===== src/design/srlb_pkg.sv =====
`timescale 1ns / 1ps

package srlb_pkg;

	// Echo ticks that make up one centimetre of range.
	localparam int unsigned TICKS_PER_CM = 58;

	// Sub-centimetre tick counter holds values below TICKS_PER_CM.
	localparam int unsigned SUB_W = (TICKS_PER_CM > 1) ? $clog2(TICKS_PER_CM) : 1;

	// Field and register widths.
	localparam int unsigned TRIG_W   = 10;
	localparam int unsigned HALF_W   = 24;
	localparam int unsigned DIST_W   = 12;
	localparam int unsigned SETTLE_W = 20;
	localparam int unsigned IDX_W    = 3;
	localparam int unsigned DATA_W   = 24;

	localparam logic [DIST_W-1:0] DIST_MAX = {DIST_W{1'b1}};

	// Ranging phases.
	localparam logic [1:0] PH_TRIGGER = 2'd0;
	localparam logic [1:0] PH_WAIT    = 2'd1;
	localparam logic [1:0] PH_ECHO    = 2'd2;
	localparam logic [1:0] PH_SETTLE  = 2'd3;

	// Configuration register indexes.
	localparam logic [IDX_W-1:0] REG_TRIGGER_TICKS    = 3'd0;
	localparam logic [IDX_W-1:0] REG_BLINK_HALF_TICKS = 3'd1;
	localparam logic [IDX_W-1:0] REG_NEAR_LIMIT_CM    = 3'd2;
	localparam logic [IDX_W-1:0] REG_VALID_LIMIT_CM   = 3'd3;
	localparam logic [IDX_W-1:0] REG_SETTLE_TICKS     = 3'd4;

	// Configuration reset values.
	localparam logic [TRIG_W-1:0]   RST_TRIGGER_TICKS    = 10'd20;
	localparam logic [HALF_W-1:0]   RST_BLINK_HALF_TICKS = 24'd250000;
	localparam logic [DIST_W-1:0]   RST_NEAR_LIMIT_CM    = 12'd12;
	localparam logic [DIST_W-1:0]   RST_VALID_LIMIT_CM   = 12'd100;
	localparam logic [SETTLE_W-1:0] RST_SETTLE_TICKS     = 20'd30000;

	typedef struct packed {
		logic [TRIG_W-1:0]   trigger_ticks;
		logic [HALF_W-1:0]   blink_half_ticks;
		logic [DIST_W-1:0]   near_limit_cm;
		logic [DIST_W-1:0]   valid_limit_cm;
		logic [SETTLE_W-1:0] settle_ticks;
	} cfg_t;

	// Reading published by the ranger and whether it is in the near band.
	typedef struct packed {
		logic publish;
		logic near;
	} rng_evt_t;

endpackage


===== src/design/srlb_ranger.sv =====
`timescale 1ns / 1ps

module srlb_ranger (
	input  logic                             clk,
	input  logic                             arst_n,
	input  logic                             en,
	input  logic                             echo_level,
	input  srlb_pkg::cfg_t                   cfg,
	output logic                             trig,
	output logic [srlb_pkg::DIST_W-1:0]      last_cm,
	output srlb_pkg::rng_evt_t               evt
);

	logic [1:0]                          phase_q, phase_d;
	logic [srlb_pkg::SETTLE_W-1:0]       ph_ticks_q, ph_ticks_d, ph_ticks_inc;
	logic [srlb_pkg::SUB_W-1:0]          sub_q, sub_d, cnt_sub;
	logic [srlb_pkg::SUB_W:0]            sub_sum;
	logic [srlb_pkg::DIST_W-1:0]         cm_q, cm_d, cnt_cm, cm_inc;
	logic [srlb_pkg::DIST_W-1:0]         latest_q, latest_d;
	logic                                start, wrap;
	logic [srlb_pkg::SUB_W-1:0]          sub_next;
	logic [srlb_pkg::DIST_W-1:0]         cm_next;

	// Echo tick counting: a rising echo starts from zero, otherwise continue.
	assign start    = (phase_q == srlb_pkg::PH_WAIT);
	assign cnt_sub  = start ? '0 : sub_q;
	assign cnt_cm   = start ? '0 : cm_q;
	assign sub_sum  = {1'b0, cnt_sub} + 1'b1;
	assign wrap     = (sub_sum >= (srlb_pkg::SUB_W+1)'(srlb_pkg::TICKS_PER_CM));
	assign cm_inc   = (cnt_cm == srlb_pkg::DIST_MAX) ? cnt_cm : cnt_cm + 1'b1;
	assign sub_next = wrap ? '0 : sub_sum[srlb_pkg::SUB_W-1:0];
	assign cm_next  = wrap ? cm_inc : cnt_cm;

	assign ph_ticks_inc = ph_ticks_q + 1'b1;

	// Phase sequencing for one tick.
	always_comb begin
		phase_d     = phase_q;
		ph_ticks_d  = ph_ticks_q;
		sub_d       = sub_q;
		cm_d        = cm_q;
		latest_d    = latest_q;
		trig        = 1'b0;
		evt         = '0;
		case (phase_q)
			srlb_pkg::PH_WAIT: begin
				if (echo_level) begin
					phase_d = srlb_pkg::PH_ECHO;
					sub_d   = sub_next;
					cm_d    = cm_next;
				end
			end
			srlb_pkg::PH_ECHO: begin
				if (echo_level) begin
					sub_d = sub_next;
					cm_d  = cm_next;
				end else begin
					ph_ticks_d = '0;
					if (cm_q < cfg.valid_limit_cm) begin
						latest_d    = cm_q;
						evt.publish = 1'b1;
						evt.near    = (cm_q <= cfg.near_limit_cm);
						phase_d     = (cfg.settle_ticks == '0) ? srlb_pkg::PH_TRIGGER
							: srlb_pkg::PH_SETTLE;
					end else begin
						phase_d = srlb_pkg::PH_TRIGGER;
					end
				end
			end
			srlb_pkg::PH_SETTLE: begin
				ph_ticks_d = ph_ticks_inc;
				if (ph_ticks_inc >= cfg.settle_ticks) begin
					phase_d    = srlb_pkg::PH_TRIGGER;
					ph_ticks_d = '0;
				end
			end
			default: begin
				trig       = 1'b1;
				ph_ticks_d = ph_ticks_inc;
				if (ph_ticks_inc >= srlb_pkg::SETTLE_W'(cfg.trigger_ticks)) begin
					phase_d    = srlb_pkg::PH_WAIT;
					ph_ticks_d = '0;
				end
			end
		endcase
	end

	assign last_cm = latest_d;

	// State registers advance once per accepted tick.
	always_ff @(posedge clk or negedge arst_n) begin
		if (!arst_n) begin
			phase_q    <= srlb_pkg::PH_TRIGGER;
			ph_ticks_q <= '0;
			sub_q      <= '0;
			cm_q       <= '0;
			latest_q   <= '0;
		end else if (en) begin
			phase_q    <= phase_d;
			ph_ticks_q <= ph_ticks_d;
			sub_q      <= sub_d;
			cm_q       <= cm_d;
			latest_q   <= latest_d;
		end
	end

endmodule


===== src/design/srlb_blinker.sv =====
`timescale 1ns / 1ps

module srlb_blinker (
	input  logic                 clk,
	input  logic                 arst_n,
	input  logic                 en,
	input  srlb_pkg::rng_evt_t   evt,
	input  srlb_pkg::cfg_t       cfg,
	output logic                 led
);

	logic                          blinking_q, blinking_d, blink_m;
	logic                          led_q, led_d, led_m;
	logic [srlb_pkg::HALF_W-1:0]   bt_q, bt_d, bt_m, bt_inc;

	// Mode change from a published reading, seen on the LED this tick.
	always_comb begin
		blink_m = blinking_q;
		led_m   = led_q;
		bt_m    = bt_q;
		if (evt.publish) begin
			if (evt.near) begin
				if (!blinking_q) begin
					blink_m = 1'b1;
					led_m   = 1'b1;
					bt_m    = '0;
				end
			end else begin
				blink_m = 1'b0;
				led_m   = 1'b0;
				bt_m    = '0;
			end
		end
	end

	assign led    = led_m;
	assign bt_inc = bt_m + 1'b1;

	// Half-period counter advances after the LED level is taken.
	always_comb begin
		blinking_d = blink_m;
		led_d      = led_m;
		bt_d       = bt_m;
		if (blink_m) begin
			if (bt_inc >= cfg.blink_half_ticks) begin
				bt_d  = '0;
				led_d = !led_m;
			end else begin
				bt_d = bt_inc;
			end
		end
	end

	always_ff @(posedge clk or negedge arst_n) begin
		if (!arst_n) begin
			blinking_q <= 1'b0;
			led_q      <= 1'b0;
			bt_q       <= '0;
		end else if (en) begin
			blinking_q <= blinking_d;
			led_q      <= led_d;
			bt_q       <= bt_d;
		end
	end

endmodule


===== src/design/sonar_range_led_blinker.sv =====
`timescale 1ns / 1ps

// Ultrasonic ranging controller with a proximity LED blinker. Each input word is
// one microsecond tick carrying the sampled echo pin level; each accepted word
// yields exactly one output word (trigger pin level, LED level, latest published
// distance in centimetres and a flag on the tick a reading is published). The
// block takes one word per clock cycle; the result is loaded into the output
// register at the edge that accepts the word and can be taken at the next edge.
// That single output register, released by out_ready, is the only stage, so
// input is stalled only while it holds a word that is not taken in the same
// cycle. Configuration writes are accepted in any cycle and should be made only
// while no words are in flight.
module sonar_range_led_blinker (
	input  logic                              clk,
	input  logic                              arst_n,
	input  logic                              in_valid,
	output logic                              in_ready,
	input  logic                              echo_level,
	output logic                              out_valid,
	input  logic                              out_ready,
	output logic                              trigger_level,
	output logic                              led_level,
	output logic [srlb_pkg::DIST_W-1:0]       distance_cm,
	output logic                              distance_new,
	input  logic                              cfg_valid,
	output logic                              cfg_ready,
	input  logic [srlb_pkg::IDX_W-1:0]        cfg_index,
	input  logic [srlb_pkg::DATA_W-1:0]       cfg_data
);

	srlb_pkg::cfg_t                  cfg_q;
	srlb_pkg::rng_evt_t              evt;
	logic                            accept;
	logic                            trig;
	logic                            led;
	logic [srlb_pkg::DIST_W-1:0]     last_cm;
	logic                            out_valid_q;
	logic                            trigger_level_q, led_level_q, distance_new_q;
	logic [srlb_pkg::DIST_W-1:0]     distance_cm_q;

	// Configuration registers.
	assign cfg_ready = 1'b1;

	always_ff @(posedge clk or negedge arst_n) begin
		if (!arst_n) begin
			cfg_q.trigger_ticks    <= srlb_pkg::RST_TRIGGER_TICKS;
			cfg_q.blink_half_ticks <= srlb_pkg::RST_BLINK_HALF_TICKS;
			cfg_q.near_limit_cm    <= srlb_pkg::RST_NEAR_LIMIT_CM;
			cfg_q.valid_limit_cm   <= srlb_pkg::RST_VALID_LIMIT_CM;
			cfg_q.settle_ticks     <= srlb_pkg::RST_SETTLE_TICKS;
		end else if (cfg_valid && cfg_ready) begin
			case (cfg_index)
				srlb_pkg::REG_TRIGGER_TICKS:
					cfg_q.trigger_ticks <= cfg_data[srlb_pkg::TRIG_W-1:0];
				srlb_pkg::REG_BLINK_HALF_TICKS:
					cfg_q.blink_half_ticks <= cfg_data[srlb_pkg::HALF_W-1:0];
				srlb_pkg::REG_NEAR_LIMIT_CM:
					cfg_q.near_limit_cm <= cfg_data[srlb_pkg::DIST_W-1:0];
				srlb_pkg::REG_VALID_LIMIT_CM:
					cfg_q.valid_limit_cm <= cfg_data[srlb_pkg::DIST_W-1:0];
				srlb_pkg::REG_SETTLE_TICKS:
					cfg_q.settle_ticks <= cfg_data[srlb_pkg::SETTLE_W-1:0];
				default: begin
				end
			endcase
		end
	end

	// Input is taken whenever the output register is free or being drained.
	assign in_ready = !out_valid_q || out_ready;
	assign accept   = in_valid && in_ready;

	srlb_ranger u_ranger (
		.clk        (clk),
		.arst_n     (arst_n),
		.en         (accept),
		.echo_level (echo_level),
		.cfg        (cfg_q),
		.trig       (trig),
		.last_cm    (last_cm),
		.evt        (evt)
	);

	srlb_blinker u_blinker (
		.clk    (clk),
		.arst_n (arst_n),
		.en     (accept),
		.evt    (evt),
		.cfg    (cfg_q),
		.led    (led)
	);

	// Output register.
	always_ff @(posedge clk or negedge arst_n) begin
		if (!arst_n) begin
			out_valid_q <= 1'b0;
		end else if (accept) begin
			out_valid_q <= 1'b1;
		end else if (out_ready) begin
			out_valid_q <= 1'b0;
		end
	end

	always_ff @(posedge clk) begin
		if (accept) begin
			trigger_level_q <= trig;
			led_level_q     <= led;
			distance_cm_q   <= last_cm;
			distance_new_q  <= evt.publish;
		end
	end

	assign out_valid     = out_valid_q;
	assign trigger_level = trigger_level_q;
	assign led_level     = led_level_q;
	assign distance_cm   = distance_cm_q;
	assign distance_new  = distance_new_q;

	// A trigger tick never publishes a reading.
	a_trig_no_publish: assert property (@(posedge clk) disable iff (!arst_n)
		out_valid && trigger_level |-> !distance_new)
		else $error("publish flagged on a trigger tick");

	// An accepted word always lands in the output register.
	a_accept_lands: assert property (@(posedge clk) disable iff (!arst_n)
		in_valid && in_ready |=> out_valid)
		else $error("accepted word did not reach the output register");

	// An empty output register never stalls the input.
	a_empty_ready: assert property (@(posedge clk) disable iff (!arst_n)
		!out_valid |-> in_ready)
		else $error("input stalled with an empty output register");

endmodule


===== config.mk =====
export PLATFORM = sky130hd
export DESIGN_NAME = sonar_range_led_blinker
export DESIGN_NICKNAME = d
export VERILOG_FILES = /design/src/design/srlb_pkg.sv /design/src/design/srlb_ranger.sv /design/src/design/srlb_blinker.sv /design/src/design/sonar_range_led_blinker.sv
export SDC_FILE = /design/constraint.sdc
export NUM_CORES = 1
export LEC_CHECK = 0
export BUFFER_PORTS_ARGS = -buffer_cell sky130_fd_sc_hd__buf_2
export CORE_MARGIN = 2
export CORE_UTILIZATION = 46
export CTS_BUF_LIST = sky130_fd_sc_hd__clkbuf_2
export CTS_CLUSTER_SIZE = 16
export DETAILED_ROUTE_END_ITERATION = 10
export PLACE_DENSITY = 0.64
export SLEW_MARGIN = 40
export SYNTH_ARGS = -nofsm -noshare
export SYNTH_HDL_FRONTEND = slang
export SYNTH_SLANG_ARGS = --single-unit

===== constraint.sdc =====
create_clock -name clk -period 6.38 [get_ports clk]
set_input_delay 0.319 -clock clk [delete_from_list [all_inputs] [get_ports clk]]
set_output_delay 0.319 -clock clk [all_outputs]
set_load 0.01 [all_outputs]

==> impl_metrics.toml, run 1 <==
[run_status]
status = "complete, no violations"

[clock_tree]
htreeDepth = 4
clk_pin_slew_ps = 290
clk_path_buf_depth = 2
cts_root_buf = "clkbuf_2"
cts_made_buffers = 17
clk_latency_ps = 780
cts.sinks = 172
cts_tree = "done"

[pwr]
power_density_nw_per_um2 = 285
ir_drop_mv = 0.169
p_leak_uw = 0.00545

[timing]
period_minus_slack_ps = 5750
hold_viol_final = 0
hold_slack_ps = 125
setup_viol = 0
fin_setup_tns_ps = 0
fin_worst_skew_ps = 52.8
period_share_pct = 90.2
worst_slew_pin_slew_ps = 766
fin_ws_ps = 625
rsz0062_at_grt = "no"
slew_viol_final = 0
fmax_mhz = 174
slew_headroom_pct = 48.2

[detailed_routing]
drtIter0Drc = 536
drc = 0
vias_per_cell = 5.58
dr.pass1.iters = 5
final_antenna_net_count = 0
wl_per_cell_um = 16.7
vias = 8403
wl_mm = 25.1

[yosys]
yosysUniqueCellTypes = 73
synthesis.area_sq_um = 10400
syn_avg_cell_area_sq_um = 9.06
synthFlopType = "dfrtp_1"
synth_async_sr_flop_share_pct = 91.3
yosysWarningCount = 0
synth_cells = 1148
synth_edf_count = 15
ys_seq_area_share_pct = 42.4
synth.net_count = 1267
ys_ff_latch = 172

[placed_design]
gp_congestion = 0.887
dpl.hpwl_mm = 17.7
pre_cts_slack_ps = 465
io_buffers = 49

[die]
ios = 51
fp.dieH_um = 154
fp.dieArea_sq_um = 23800
coreArea_sq_um = 22400
fp-row-count = 55
die_w_um = 154
start_util_pct = 46.4

[critical_path]
setup.worst_path.start_class = "register"
cp-end-kind = "register"
cp_max_fo = 27
worst_ep_arrival_time_ps = 6390
path_class = "reg2reg"
worstPathRequired_ps = 7010

[cells_and_area]
final_util_pct = 51.4
fillers = 2112
areaGrowthSynthToFinish_pct = 10.9
drive_gt1_share_pct = 13.8
nNetsFinal = 1327

[global_routing]
track_usage_pct = 22.1
grt_max_degree = 94
grt_pass1_wl_mm = 42.4
grt_pass1_vias = 8215
grt-ovfl-total = 0
antenna_found_initial = 1

[min_path]
min-delay-path-class = "in2reg"

[job]
drv_cap = 0
==> layout make-up <==
cell class / instances / area [sq um] / share of cell area [%]
flip-flops and latches: 172 / 4410 / 38.2
inverters: 96 / 360 / 3.13
well taps: 285 / 357 / 3.09
clock buffers: 20 / 100 / 0.868
diodes: 1 / 2.50 / 0.0217
clock inverters: 12 / 149 / 1.29
multi-input cells: 826 / 5460 / 47.4
repair buffers: 95 / 694 / 6.02
==> power breakdown <==
| group | switching (uW) | internal (uW) | leakage [uW] | total (uW) |
|---|---|---|---|---|
| Clock | 397 | 222 | 0.000156 | 619 |
| Sequential | 172 | 1330 | 0.00208 | 1500 |
| Combinational | 676 | 493 | 0.00321 | 1170 |
| Total | 1240 | 2040 | 0.00545 | 3290 |
==> cell usage after synthesis, drive strengths merged (16+ instances only) <==
master / n / share of area [%]
o21a: 22 / 1.6
o21ai: 84 / 4.0
clkbuf: 42 / 1.5
nor2: 43 / 1.6
ha: 86 / 10
nand2: 202 / 7.3
nand4: 25 / 1.6
o2111ai: 21 / 1.8
nand3: 35 / 1.7
a21oi: 33 / 1.7
a21o: 16 / 1.2
and2: 18 / 1.1
mux2: 30 / 3.2
nor3: 22 / 1.1
dfrtp: 136 / 33
inv: 95 / 3.4
dfstp: 21 / 5.3
==> flip-flops by register name, indices dropped and copies added (netlist names) <==
| signal | cells |
|---|---|
| u_blinker.blinking_q | 1 |
| u_blinker.bt_q | 24 |
| u_ranger.cm_q | 12 |
| cfg_q | 78 |
| distance_new | 1 |
| out_valid | 1 |
| led_level | 1 |
| u_ranger.latest_q | 12 |
| u_ranger.sub_q | 6 |
| u_ranger.phase_q | 2 |
| u_ranger.ph_ticks_q | 20 |
| u_blinker.led_q | 1 |
| distance_cm | 12 |
| trigger_level | 1 |
==> layer usage <==
layer | up-vias | GRT usage [%] | wire length (um)
li1 | 4176 | - | -
met1 | 4059 | 31.4 | 12200
met5 | - | 0 | 0
met3 | 21 | 3.31 | 830
met4 | 0 | 5.38 | 288
met2 | 147 | 35.9 | 11700
==> logic make-up (layout without fill, tap and decap cells) <==
| logic type | after synthesis | in the layout | share of synthesized area [%] |
|---|---|---|---|
| AO/OA/AOI/OAI | 251 | 251 | 16.1 |
| adder cells (fa/ha/maj) | 86 | 86 | 10.3 |
| other | 1 | 2 | 0.0361 |
| flip-flops | 172 | 172 | 42.4 |
| buffers and inverters | 150 | 223 | 5.70 |
| XOR/XNOR | 20 | 20 | 1.68 |
| multiplexers | 34 | 34 | 3.63 |
| AND/OR/NAND/NOR | 434 | 434 | 20.1 |
==> through the flow <==
step                      total power [uW]  std cells  cell area (sq um)
final                                 3290       1507              11500
after global routing                  3560       1507              11500
after CTS                             3300       1503              11500
after detailed placement              2660       1444              10900
after global placement                2620       1444              10900
after floorplan                       2320       1148              10400
==> layout by cell type (no fill, tap or decap), types with 30 or more instances in the layout <==
cell type	n
inv_1	95
nand3_1	35
nor2_1	43
ha_1	86
nand2_1	202
dfrtp_1	136
mux2_2	30
o21ai_0	80
a21oi_1	31
buf_2	48
==> critical path, cell delays in order (launching register included) <==
cell       delay [ps]
dfrtp_1           540
ha_1              330
a21oi_1           180
o21ai_0           170
a2111oi_2         400
a21oi_1           180
o21ai_2           170
and2_1            190
ha_1              210
inv_1              90
nor4_2            410
and2_1            290
nand2_1            90
and2_1            170
o21a_1            180
ha_1              280
o21ai_0           160
o22ai_1           100
o41ai_1           290
o41ai_1           160
a21oi_2           150
buf_4             300
o22ai_1           130
a2111oi_0         420
==> final timing paths <==
| check | from | end | slack [ps] | cells past startpoint |
|---|---|---|---|---|
| max in group asynchronous | arst_n | cfg_q[46] | 4880 | 4 |
| worst max register to register | u_ranger.cm_q[9] | u_blinker.led_q | 630 | 23 |
| worst min-delay path | echo_level | u_ranger.cm_q[5] | 130 | 3 |
| min in group asynchronous | arst_n | u_ranger.latest_q[7] | 510 | 3 |
| worst max-delay path | u_ranger.cm_q[9] | u_blinker.led_q | 630 | 23 |
| worst min register to register | u_ranger.latest_q[4] | u_ranger.latest_q[4] | 510 | 2 |
==> repair_timing <==
action	CTS	global route
hold endpoints to repair	171	38
setup buffers	0	0
hold buffers	27	1
resized for setup	0	3
endpoints found under the setup margin	0	4
(Power assumes the default switching activity.)
==> inputs of run 2 (changes only) <==
Settings changed: CORE_ASPECT_RATIO from default to 0.6, RECOVER_POWER from default to 100.
Clock period 6.38 ns to 5.8 ns, I/O delays scaled along.
==> run 2 against run 1 <==
Net effect:
- the run now ends with capacitance limit, slew limit left
- sequential share of layout area increased by 0.096 points
- worst hold slack improved by 50 ps
- cell area decreased by 0.20%
- clock power increased by 6.8%
- global-route usage increased by 1.6 points
- first-iteration DRC count increased by 52%
==> impl_metrics.toml, run 2 (synthesized netlist as in run 1, its figures left out) <==
[pwr]
ir_drop_mv = 0.216
clkPwrFrac_pct = 18.4
p_leak_uw = 0.00536
power_density_nw_per_um2 = 312
swShare_pct = 39.3
p_total_uw = 3590
p_sw_uw = 1410
combPwrFrac_pct = 35.7
p_seq_share_pct = 46.0
p_int_uw = 2180

[global_routing]
grt-ovfl-total = 0
grt_max_degree = 56
track_usage_pct = 23.8
antenna_found_initial = 0
grt_pass1_wl_mm = 43.7
grt_pass1_vias = 8036

[min_path]
min-delay-path-class = "in2reg"
whs_path_depth = 4
hold_end = "cfg_q[67]"
hold_path.startpoint = "cfg_data[23]"

[timing]
fin_setup_tns_ps = 0
fmax_mhz = 185
worst_slew_pin_slew_ps = 3040
period_minus_slack_ps = 5410
hold_slack_ps = 175
slew_headroom_pct = -103
period_share_pct = 93.3
setup_viol = 0
slew_viol_final = 189
fin_worst_skew_ps = 46.3
hold_viol_final = 0
rsz0062_at_grt = "no"

[placed_design]
place_area_sq_um = 11000
dpl.hpwl_mm = 19.6
gp_congestion = 0.840
io_buffers = 49
dp.cells = 1472

[die]
fp.dieArea_sq_um = 23900
start_util_pct = 47.0
fp-row-count = 42
die_w_um = 198
ios = 51
fp.dieH_um = 120
coreArea_sq_um = 22100

[cells_and_area]
diodes = 0
reg_top3 = "cfg_q: 78 flops, u_blinker.bt_q: 24 flops, u_ranger.ph_ticks_q: 20 flops"
multi_input_area_sq_um = 5430
stdcell_count = 1542
register_area_sq_um = 4410
final_common_cell = "nand2_1"
largest_register = "cfg_q"
largest_reg_flops = 78
areaGrowthSynthToFinish_pct = 10.7
stdcell_area_sq_um = 11500
drive_gt1_share_pct = 10.4
final_cell_mix = "202 x nand2_1, 134 x dfrtp_1, 95 x inv_1, 86 x ha_1, 81 x o21ai_0"
nNetsFinal = 1340
fillers = 2080

[job]
drv_cap = 4

[clock_tree]
clk_latency_ps = 840
clk_path_buf_depth = 2
clk_pin_slew_ps = 280
htreeDepth = 4
cts_made_buffers = 17
cts.sinks = 172
cts_tree = "done"
cts_root_buf = "clkbuf_2"

[critical_path]
worstReg2RegEnd = "u_blinker.bt_q[2]"
cp_max_fo = 9
critical-path-top-delay-family = "compound AO/OA/AOI/OAI gates"
crit_path_top_delay_cell = "dfrtp_2"
r2r_slack_ps = 390
crit_path_max_incr_delay_ps = 530
r2r_cells = 23
crit_buf_inv = 4
worstPathRequired_ps = 6540
cp-end-kind = "register"
worst_ep_arrival_time_ps = 6160
r2r_start = "u_ranger.cm_q[9]"
setup.worst_path.start_class = "register"
crit_chain = "ha_1, a21oi_1, o21ai_0, a2111oi_2, a21oi_1, o21ai_2, and2_1, ha_1, inv_1, nor4_1, buf_4, and2_1, nand2_1, and2_1, o21a_1, ha_1, nand4_1, o41ai_1, a21oi_2, buf_4, clkbuf_2, and4_1, a221o_1"
path_class = "reg2reg"

[detailed_routing]
wl_mm = 27.2
route.met3.wl_mm = 1.64
vias = 8675
met2WireLength_mm = 10.3
dr.pass1.iters = 5
drc = 0
vias_per_cell = 5.63
final_antenna_net_count = 0
wl_per_cell_um = 17.6
drtIter0Drc = 815
m1WireLength_mm = 15.0
top_layer_used = "met4"

[run_status]
violations = "capacitance limit, slew limit"
status = "complete, but fails checks"
## run 2: cell types whose count changed in the layout (fill, tap and decap cells not counted), moves of 5 or more
| cell | before | now |
|---|---|---|
| dlygate4sd3_1 | 28 | 35 |
| inv_6 | 0 | 5 |
| clkbuf_1 | 0 | 34 |
| buf_2 | 48 | 29 |
| mux2_2 | 30 | 21 |
| buf_4 | 16 | 8 |
| mux2_1 | 0 | 9 |
## run 2: how the worst max path moves through the flow
stage / startpoint / end / slack [ps] / cells after the start
floorplan: u_ranger.cm_q[9] / u_blinker.led_q / 300 / 23
global placement: u_ranger.cm_q[9] / u_blinker.led_q / 380 / 23
detailed placement: u_ranger.cm_q[9] / u_blinker.led_q / 270 / 23
CTS: u_ranger.cm_q[9] / u_blinker.led_q / 200 / 23
global route: u_ranger.cm_q[11] / u_blinker.bt_q[2] / 20 / 23
finish: u_ranger.cm_q[9] / u_blinker.bt_q[2] / 390 / 23
## run 2: final cells by class
class | count | area share (%)
clock buffer | 18 | 0.783
clock inverter | 14 | 1.22
inverter | 96 | 3.13
multi-input combinational | 826 | 47.2
sequential | 172 | 38.3
tap | 308 | 3.35
timing repair buffer | 108 | 6.05
## run 2: timing repair
action	CTS	global route
gates resized for setup	0	7
setup endpoints to repair	0	25
hold buffers	36	0
endpoints found under the hold margin	166	0
setup buffers	0	2
## run 2: through the flow
| step | worst slack, ps | utilization (%) |
|---|---|---|
| after CTS | 196 | 52.6 |
| after global placement | 381 | 49.7 |
| after floorplan | 299 | - |
| after detailed placement | 267 | 49.8 |
| final | 386 | 52.0 |
| after global routing | 23.9 | 52.0 |
## run 2: routing by layer
layer / global-route usage (%) / up-vias
li1: - / 4200
met3: 3.60 / 19
met2: 30.6 / 255
met4: 6.11 / 0
met1: 39.9 / 4201
met5: 0 / -
## run 2: power by group through the flow
stage / Combinational, uW / Clock, uW / Sequential, uW
floorplan: 970 / 0 / 1580
finish: 1280 / 661 / 1650
CTS: 1310 / 679 / 1650
global placement: 1240 / 0 / 1660
global route: 1450 / 726 / 1690
detailed placement: 1280 / 0 / 1670
## run 2: worst min-delay path, stage by stage
cell           delay, ps
dlygate4sd3_1        520
buf_2                 90
nand2_1               30
o21ai_0               60
